$ cat config.mk
export PLATFORM = sky130hd
export DESIGN_NAME = odd_even_transposition_sorter
export DESIGN_NICKNAME = d
export VERILOG_FILES = /design/src/rtl/oets_pkg.sv /design/src/rtl/oets_cell.sv /design/src/rtl/odd_even_transposition_sorter.sv
export SDC_FILE = /design/constraint.sdc
export NUM_CORES = 2
export LEC_CHECK = 0
export ABC_AREA = 1
export BUFFER_PORTS_ARGS = -buffer_cell sky130_fd_sc_hd__buf_4
export CORE_UTILIZATION = 41
export DETAILED_ROUTE_END_ITERATION = 8
export PLACE_DENSITY = 0.6
export SYNTH_ARGS = -nofsm -noshare
export SYNTH_HDL_FRONTEND = slang
export SYNTH_HIERARCHICAL = 1
export SYNTH_SLANG_ARGS = --single-unit
$ cat constraint.sdc
create_clock -name aclk -period 6.1 [get_ports aclk]
set_clock_uncertainty 0.2 [all_clocks]
set_input_delay 0.305 -clock aclk [delete_from_list [all_inputs] [get_ports aclk]]
set_output_delay 0.305 -clock aclk [all_outputs]
set_load 0.1 [all_outputs]
$ cat src/rtl/oets_pkg.sv
// ----------------------------------------------------------------------------
// oets_pkg: shared types for the odd-even transposition sorter
// Holds the controller state type, the cell operation codes and the control
// bundle that the controller broadcasts to every cell of the chain.
// ----------------------------------------------------------------------------
`default_nettype none

package oets_pkg;

    // Width of the key field on the stream ports.
    localparam int unsigned DATA_WIDTH = 32;

    // Controller states.
    typedef enum logic [1:0] {
        ST_LOAD,
        ST_SORT,
        ST_EMIT
    } state_t;

    // Operation that every cell performs in the current cycle.
    typedef enum logic [2:0] {
        CELL_HOLD,
        CELL_LOAD,
        CELL_SORT_ODD,
        CELL_SORT_EVEN,
        CELL_EMIT
    } cell_op_t;

    // Control broadcast from the controller to the cells.
    typedef struct packed {
        cell_op_t op;
        logic     descending;
    } cell_ctrl_t;

endpackage

`default_nettype wire

$ cat src/rtl/oets_cell.sv
// ----------------------------------------------------------------------------
// oets_cell: one storage cell of the sorting chain
// Holds one key and its valid bit. It shifts keys up while loading, shifts
// them down while emitting, and takes part in at most one compare-exchange
// pair per sorting phase depending on its position parity.
// ----------------------------------------------------------------------------
`default_nettype none

module oets_cell #(
    parameter int unsigned KEY_WIDTH = 32,
    parameter int unsigned INDEX     = 0
) (
    input  wire logic                  aclk,
    input  wire logic                  aresetn,
    input  wire oets_pkg::cell_ctrl_t  ctrl,
    input  wire logic [KEY_WIDTH-1:0]  lo_key,
    input  wire logic                  lo_valid,
    input  wire logic [KEY_WIDTH-1:0]  hi_key,
    input  wire logic                  hi_valid,
    output logic      [KEY_WIDTH-1:0]  key,
    output logic                       valid,
    output logic                       swap
);

    localparam bit IDX_ODD = (INDEX % 2) == 1;

    logic [KEY_WIDTH-1:0] key_reg, key_next;
    logic                 valid_reg, valid_next;
    logic                 is_low;
    logic                 is_high;
    logic                 high_out_of_order;
    logic                 low_out_of_order;

    // Role of this cell in the current phase.
    always_comb begin
        is_low  = 1'b0;
        is_high = 1'b0;
        if (ctrl.op == oets_pkg::CELL_SORT_ODD) begin
            is_low  = !IDX_ODD;
            is_high = IDX_ODD;
        end else if (ctrl.op == oets_pkg::CELL_SORT_EVEN) begin
            is_low  = IDX_ODD;
            is_high = !IDX_ODD && (INDEX != 0);
        end
    end

    // Compare with the partner cell; the lower position holds the first key.
    always_comb begin
        high_out_of_order = valid_reg &&
            (ctrl.descending ? (lo_key < key_reg) : (lo_key > key_reg));
        low_out_of_order  = hi_valid &&
            (ctrl.descending ? (key_reg < hi_key) : (key_reg > hi_key));
    end

    // Next key and valid bit.
    always_comb begin
        key_next   = key_reg;
        valid_next = valid_reg;
        case (ctrl.op)
            oets_pkg::CELL_LOAD: begin
                key_next   = lo_key;
                valid_next = lo_valid;
            end
            oets_pkg::CELL_EMIT: begin
                key_next   = hi_key;
                valid_next = hi_valid;
            end
            oets_pkg::CELL_SORT_ODD,
            oets_pkg::CELL_SORT_EVEN: begin
                if (is_high && high_out_of_order) begin
                    key_next = lo_key;
                end else if (is_low && low_out_of_order) begin
                    key_next = hi_key;
                end
            end
            default: begin
                key_next   = key_reg;
                valid_next = valid_reg;
            end
        endcase
    end

    // Key storage needs no reset; the valid bit does.
    always_ff @(posedge aclk) begin
        key_reg <= key_next;
        if (!aresetn) begin
            valid_reg <= 1'b0;
        end else begin
            valid_reg <= valid_next;
        end
    end

    assign key   = key_reg;
    assign valid = valid_reg;
    assign swap  = is_low && low_out_of_order;

endmodule

`default_nettype wire

$ cat src/rtl/odd_even_transposition_sorter.sv
// ----------------------------------------------------------------------------
// odd_even_transposition_sorter: burst sorter built from a chain of cells
// Collects a burst of unsigned keys, sorts it by odd-even transposition and
// streams the keys back out in ascending or descending order.
// ----------------------------------------------------------------------------
// The block takes a burst of up to MAX_KEYS keys, one word per cycle on the
// s_ side; the word with s_tlast set closes the burst, and keys beyond
// MAX_KEYS are dropped (a dropped word with s_tlast still closes the burst).
// Each key sits in its own cell of a chain. After the burst closes, one
// compare-exchange phase runs per cycle across all cells at once, odd and even
// phases alternating, until two phases in a row swap nothing. The sorted keys
// then leave on the m_ side one word per cycle while m_tready is high, with
// m_tlast on the final key. No new key is accepted until the last sorted key
// has been taken. cfg_data bit selects descending order; it is sampled when a
// burst closes. The user must write it only while the block is idle; the
// block itself does not enforce this.
// ----------------------------------------------------------------------------
`default_nettype none

module odd_even_transposition_sorter #(
    parameter int unsigned MAX_KEYS  = 16,
    parameter int unsigned KEY_WIDTH = 32
) (
    input  wire logic                              aclk,
    input  wire logic                              aresetn,
    // Configuration write channel.
    input  wire logic                              cfg_valid,
    output logic                                   cfg_ready,
    input  wire logic                              cfg_data,   // sort_descending
    // Input key stream.
    input  wire logic                              s_tvalid,
    output logic                                   s_tready,
    input  wire logic [oets_pkg::DATA_WIDTH-1:0]   s_tdata,    // key_value
    input  wire logic                              s_tlast,    // is_last_key
    // Sorted key stream.
    output logic                                   m_tvalid,
    input  wire logic                              m_tready,
    output logic      [oets_pkg::DATA_WIDTH-1:0]   m_tdata,    // sorted_key
    output logic                                   m_tlast     // is_last_sorted
);

    oets_pkg::state_t     state_reg, state_next;
    logic                 phase_odd_reg, phase_odd_next;
    logic [1:0]           quiet_reg, quiet_next;
    logic                 cfg_desc_reg;
    logic                 desc_reg, desc_next;
    oets_pkg::cell_ctrl_t ctrl;

    logic [KEY_WIDTH-1:0] cell_key   [MAX_KEYS];
    logic [MAX_KEYS-1:0]  cell_valid;
    logic [MAX_KEYS-1:0]  cell_swap;
    logic [KEY_WIDTH-1:0] in_key;
    logic                 full;
    logic                 any_swap;
    logic                 in_fire;
    logic                 out_fire;

    assign in_key   = KEY_WIDTH'(s_tdata);
    assign full     = cell_valid[MAX_KEYS-1];
    assign any_swap = |cell_swap;
    assign in_fire  = s_tvalid && s_tready;
    assign out_fire = m_tvalid && m_tready;

    // Configuration register.
    assign cfg_ready = 1'b1;
    always_ff @(posedge aclk) begin
        if (!aresetn) begin
            cfg_desc_reg <= 1'b0;
        end else if (cfg_valid && cfg_ready) begin
            cfg_desc_reg <= cfg_data;
        end
    end

    // Next state, phase parity and quiet phase count.
    always_comb begin
        state_next     = state_reg;
        phase_odd_next = phase_odd_reg;
        quiet_next     = quiet_reg;
        desc_next      = desc_reg;
        case (state_reg)
            oets_pkg::ST_LOAD: begin
                if (in_fire && s_tlast) begin
                    state_next     = oets_pkg::ST_SORT;
                    phase_odd_next = 1'b1;
                    quiet_next     = 2'd0;
                    desc_next      = cfg_desc_reg;
                end
            end
            oets_pkg::ST_SORT: begin
                phase_odd_next = !phase_odd_reg;
                quiet_next     = any_swap ? 2'd0 : quiet_reg + 2'd1;
                if (!any_swap && quiet_reg == 2'd1) begin
                    state_next = oets_pkg::ST_EMIT;
                end
            end
            oets_pkg::ST_EMIT: begin
                if (out_fire && m_tlast) begin
                    state_next     = oets_pkg::ST_LOAD;
                    phase_odd_next = 1'b1;
                    quiet_next     = 2'd0;
                end
            end
            default: begin
                state_next = oets_pkg::ST_LOAD;
            end
        endcase
    end

    // Handshakes and the operation broadcast to the cells.
    always_comb begin
        s_tready        = 1'b0;
        m_tvalid        = 1'b0;
        ctrl.op         = oets_pkg::CELL_HOLD;
        ctrl.descending = desc_reg;
        case (state_reg)
            oets_pkg::ST_LOAD: begin
                s_tready = 1'b1;
                if (in_fire && !full) begin
                    ctrl.op = oets_pkg::CELL_LOAD;
                end
            end
            oets_pkg::ST_SORT: begin
                ctrl.op = phase_odd_reg ? oets_pkg::CELL_SORT_ODD
                                        : oets_pkg::CELL_SORT_EVEN;
            end
            oets_pkg::ST_EMIT: begin
                m_tvalid = 1'b1;
                if (out_fire) begin
                    ctrl.op = oets_pkg::CELL_EMIT;
                end
            end
            default: begin
                ctrl.op = oets_pkg::CELL_HOLD;
            end
        endcase
    end

    always_ff @(posedge aclk) begin
        desc_reg <= desc_next;
        if (!aresetn) begin
            state_reg     <= oets_pkg::ST_LOAD;
            phase_odd_reg <= 1'b1;
            quiet_reg     <= 2'd0;
        end else begin
            state_reg     <= state_next;
            phase_odd_reg <= phase_odd_next;
            quiet_reg     <= quiet_next;
        end
    end

    // The chain of cells; keys enter at cell 0 and leave from cell 0.
    for (genvar i = 0; i < MAX_KEYS; i++) begin : g_cell
        logic [KEY_WIDTH-1:0] lo_key;
        logic                 lo_valid;
        logic [KEY_WIDTH-1:0] hi_key;
        logic                 hi_valid;

        if (i == 0) begin : g_first
            assign lo_key   = in_key;
            assign lo_valid = 1'b1;
        end else begin : g_inner_lo
            assign lo_key   = cell_key[i-1];
            assign lo_valid = cell_valid[i-1];
        end

        if (i == MAX_KEYS - 1) begin : g_last
            assign hi_key   = '0;
            assign hi_valid = 1'b0;
        end else begin : g_inner_hi
            assign hi_key   = cell_key[i+1];
            assign hi_valid = cell_valid[i+1];
        end

        oets_cell #(
            .KEY_WIDTH (KEY_WIDTH),
            .INDEX     (i)
        ) u_cell (
            .aclk     (aclk),
            .aresetn  (aresetn),
            .ctrl     (ctrl),
            .lo_key   (lo_key),
            .lo_valid (lo_valid),
            .hi_key   (hi_key),
            .hi_valid (hi_valid),
            .key      (cell_key[i]),
            .valid    (cell_valid[i]),
            .swap     (cell_swap[i])
        );
    end

    // Output comes straight from the head cell of the chain.
    assign m_tdata = oets_pkg::DATA_WIDTH'(cell_key[0]);
    assign m_tlast = !cell_valid[1];

endmodule

`default_nettype wire
### Word level (Yosys, flattened, before mapping)

Cells that the tools add are included.

* output and inout bits: 36
* input port bits: 39
* register bits after elaboration: 535
* logic and storage cells: 255

* add/sub/neg operators: 1
* multiplexer cells: 96
* eq/ne operators: 26
* reductions and logical operators: 65
* $lt $le $gt $ge: 30

Operator list (count)
* 32-bit one-hot mux with 3 select lines: 16
* 32-bit two-way mux: 30
* 32-bit > comparator: 15
* 32-bit < comparator: 15
* 3-bit by 1-bit inequality test with 1-bit output, second input constant: 14
* 1-bit logical AND: 36
* 2-bit AND reduction: 17
* 1-bit one-hot mux with 2 select lines: 16
* 1-bit two-way mux: 24
* 15-bit OR reduction: 1
* 2-bit one-hot mux with 3 select lines: 2
* 2-bit two-way mux: 5
* 3-bit one-hot mux with 3 select lines: 1
* 3-bit by 2-bit == test with 1-bit output, second input constant: 2
* 2-bit inequality test, second input constant: 3
* 3-bit AND reduction: 2
* 3-bit nonzero test: 2
* 2-bit by 1-bit == test with 1-bit output, second input constant: 2
* 1-bit logical NOT: 4
* 2-bit by 1-bit inequality test with 1-bit output, second input constant: 2
* 3-bit by 1-bit == test with 1-bit output, second input constant: 1
* 3-bit == test, second input constant: 1
* 3-bit two-way mux: 1
* 1-bit one-hot mux with 3 select lines: 1
* other kinds (5): 5

### Longest topological paths before layout

* depth in word-level cells: 15
* mapped depth: 24
* gate-level depth less buffers: 24

### Cells and area by module

Netlist, hierarchy kept.

Modules (own cells, without submodules)
* oets_cell (g_cell[11].u_cell ...): sequential area each 980.9 sq um, cells an instance 578, area an instance 3920.0 sq um, instances 8
* oets_cell (g_cell[10].u_cell ...): sequential area each 980.9 sq um, cells an instance 578, area an instance 3912.5 sq um, instances 7
* oets_cell (g_cell[0].u_cell): sequential area each 980.9 sq um, cells an instance 262, area an instance 2403.6 sq um, instances 1
* odd_even_transposition_sorter: sequential area each 150.1 sq um, cells an instance 68, area an instance 434.2 sq um, instances 1

### Worst setup path after synthesis

Ideal clock, no wire load.

* path type: reg-to-reg
* start point: register state_reg[0]
* end point: register g_cell[10].u_cell.key_reg[0] (enable)
* stages on the path, launching flop included: 10
* clock period less this slack: 6.705 ns
* buffers on the path: 0
* library setup time: 0.387 ns
* required time: 5.513 ns
* arrival time: 6.119 ns
* slack: -0.605 ns
* cell sequence: dfxtp_1 -> nor2_1 -> nand2_1 -> o22ai_1 -> nand3_1 -> a21oi_4 -> nand2_4 -> nand3_1 -> nand2_1 -> inv_1

RTL lines
* start, declared: RTL line odd_even_transposition_sorter.sv:42 `oets_pkg::state_t state_reg, state_next;`
* start signal, assigned: RTL line odd_even_transposition_sorter.sv:141 `state_reg <= oets_pkg::ST_LOAD;`
* start signal, assigned: RTL line odd_even_transposition_sorter.sv:145 `state_reg <= state_next;`
* end signal, assigned: RTL line oets_cell.sv:85 `key_reg <= key_next;`
* end, declared: RTL line oets_cell.sv:27 `logic [KEY_WIDTH-1:0] key_reg, key_next;`

### Worst setup path in the final report

* start point: register g_cell[8].u_cell.key_reg[4]
* end point: register g_cell[8].u_cell.key_reg[26] (enable)

* cells in the longest elaborated chain, start to end: 6
* elaborated cells between the ends (all ways): 12
* those cells by class: 4 x order compare; 1 x eq/ne; 2 x mux; 5 x reduce/logical

RTL lines
* start, declared: RTL line oets_cell.sv:27
* start signal, assigned: RTL line oets_cell.sv:85
* 32-bit > comparator, or another cell as far along: RTL line oets_cell.sv:50 `(ctrl.descending ? (lo_key < key_reg) : (lo_key > key_reg));`
* 1-bit two-way mux (on tied branches): RTL line oets_cell.sv:50, oets_cell.sv:52
* 1-bit logical AND (on tied branches): RTL line oets_cell.sv:49, oets_cell.sv:51
* 1-bit logical AND (on tied branches): RTL line oets_cell.sv:70, oets_cell.sv:72
* 3-bit by 1-bit inequality test with 1-bit output (no line) *
* 2-bit AND reduction (no line) *

Mark *: on every way between the ends. The rest lies on a longest branch, timed or not.
A chain may end at the register's enable or synchronous reset.

==> summary.txt <==
status: finished clean
DR iter-0 viols: 5883
worst rel slew slack: 0.0755
startpoint types: flop
TritonCTS clock tree: done
Routed WL: 193000 um
Final Hold Slack: 0.181 ns
layout cell share with drive strength beyond 1: 0.0405
crit-path max FO: 33
Vias/cell: 5.35
RSZ-0062 raised after global routing: false
cell type with the largest total area after synthesis: edfxtp_1
initial antenna violation count: 0
cell leakage power: 36.3 nW
PwrDens: 291 nW/um^2
max_cap viols: 0
post-synthesis cell type count: 37
most area-consuming cells after synthesis: edfxtp_1 (25%), ha_1 (20%), inv_1 (14%)
post-synthesis cell count: 9000
core area: 148000 sq um
Reg clk slew, reported paths: 0.06 ns
max FFs per register: 512
overall die height: 390 um
most common cell after layout, fill and taps aside: inv_1
worst-case vdd ir drop: 0.203 mV
Worst Path Arrival: 4.67 ns
hold path depth: 7
Final ANT Viol Nets: 0
fin crit share: 0.740
largest net degree at the start of global routing: 64
syn_area_per_cell: 6.84 sq um
global-route usage over all layers: 0.248
clock tree buffer depth: 3
setup violators final: 0
vias in the first global route: 54500
Setup Crit Path Kind: flop to flop
top-area cell type share of the netlist area: 0.250
Final Max Slew Viols: 0
reg2reg start: g_cell[8].u_cell/key[4]$_DFFE_PP_
Pwr Total: 19.3 mW
Reg2Reg Setup Slack: 1.58 ns
Site Rows: 141
Peak Freq: 0.221 GHz
Syn Std Cell Area: 61600 sq um
area taken by multi-input logic gates: 35700 sq um
Filler Cell Count: 15200
total CTS buffers: 75
drt first pass iters: 6
clock root cell: clkbuf_16
Final Hold Viols: 0
Worst Setup SP: g_cell[8].u_cell/key[4]$_DFFE_PP_
latest clock arrival within the worst-skew pair: 0.69 ns
post-CTS setup buffer count: 0
global-route wire length before repair: 303000 um
sequential-to-total area share from yosys stat: 0.257
H-tree depth: 3
Tightest Hold Check Type: primary input to flop
CP required: 6.25 ns
via count: 59200
Setup TNS: 0 ns
synthesis-stage register bit count: 535
Yosys Warn Count: 6
Placer Congestion: 0.893
IO Port Bufs: 73
Initial Util: 0.415
R2R cell count: 17
critical path capture point: g_cell[8].u_cell/key[26]$_DFFE_PP_
commonest non-fill, non-tap cells in the layout: inv_1 (2215), nand2_1 (2106), nand3_1 (1054)
worst r2r dst: g_cell[8].u_cell/key[26]$_DFFE_PP_
DRC viols: 0
grt ovf: 0
Sink Count: 535
Final min period: 4.52 ns
worst-margin pin slew: 1.39 ns
total die area: 152000 sq um
wire per inst: 17.4 um
fin nets: 10000
Die Wd: 390 um
# diodes: 0
DP Wirelength: 149000 um
register area: 15800 sq um
I/O pin count: 75
Worst setup EP type: flop
area delta synth->final: 7.63%
[layer usage]
layer,part of all wire,wire (um),track usage
met1,0.47,89900,0.366
met2,0.42,81000,0.372
met3,0.084,16100,0.0362
met4,0.030,5770,0.0734
met5,0,0,0
[critical path, cell delays in order, from the launching register on]
cell	delay [ns]
edfxtp_1	0.71
inv_1	0.11
ha_1	0.30
nand2_1	0.06
nor2_1	0.14
nand2_1	0.08
nand2_1	0.09
nand2_1	0.06
nand2_1	0.14
nand2_1	0.08
nand2_2	0.11
nand2_1	0.08
nand2_2	0.53
nand2_4	0.39
nand3_1	0.19
nand2_1	0.07
inv_1	0.40
buf_4	0.40
[synthesized netlist by cell type, drive strengths merged]
master     n
inv     2232
nand2   2152
nand3   1054
ha       993
a21oi    529
edfxtp   513
o22ai    481
nor2     392
buf      142
clkbuf   135
o21ai     97
nand4     66
o21a      61
clkinv    30
dfxtp     22
nor3      20
a21o      16
o211ai    16
nand3b    15
nor4b     15
o21bai    15
conb       2
a211oi     1
mux2       1
[worst min path at each step]
| stage | startpoint | endpoint | slack, ns |
|---|---|---|---|
| global route | m_tready | state_reg[1]$_SDFFE_PN0P_ | 0.15 |
| CTS | m_tready | state_reg[1]$_SDFFE_PN0P_ | 0.11 |
| detailed placement | quiet_reg[1]$_SDFFE_PN0P_ | quiet_reg[1]$_SDFFE_PN0P_ | 0.26 |
| floorplan | aresetn | phase_odd_reg$_SDFFE_PN1P_ | 0.19 |
| global placement | quiet_reg[1]$_SDFFE_PN0P_ | quiet_reg[1]$_SDFFE_PN0P_ | 0.26 |
| finish | m_tready | state_reg[1]$_SDFFE_PN0P_ | 0.18 |
[repair_timing]
| item | 4_1_cts | 5_1_grt |
|---|---|---|
| hold endpoints to repair | 55 | 0 |
| hold buffers | 38 | 0 |
| resized for setup | 0 | 0 |
[power breakdown]
part / switching (mW) / internal (mW)
registers: 1.30 / 5.02
logic: 5.52 / 3.04
clock network: 1.88 / 2.55
[cell type report]
cell class | count | share of cell area
multi-input combinational | 5961 | 0.538
sequential | 535 | 0.239
inverter | 2262 | 0.128
tap | 2002 | 0.0378
clock buffer | 92 | 0.0297
timing repair buffer | 170 | 0.0211
clock inverter | 44 | 0.00576
[cells by family (layout without fill, tap and decap cells)]
logic type / Yosys count / after routing / synth area share
compound gates: 1216 / 1216 / 0.118
other cells: 2 / 37 / 0.000122
fa+ha+maj: 993 / 993 / 0.202
flops: 535 / 535 / 0.257
buf+inv: 2539 / 2568 / 0.166
simple gates: 3714 / 3714 / 0.257
mux: 1 / 1 / 0.000183
[stage by stage]
stage	std cells	worst slack, ns	cell area (sq um)	util
3_3_place_gp	10900	1.76	63500	0.428
4_1_cts	11100	1.68	66300	0.447
5_1_grt	11100	1.33	66300	0.447
3_5_place_dp	10900	1.72	63500	0.428
2_1_floorplan	9035	0.610	61700	-
6_report	11100	1.58	66300	0.447
Note: power is estimated with default switching activity, not from simulation.
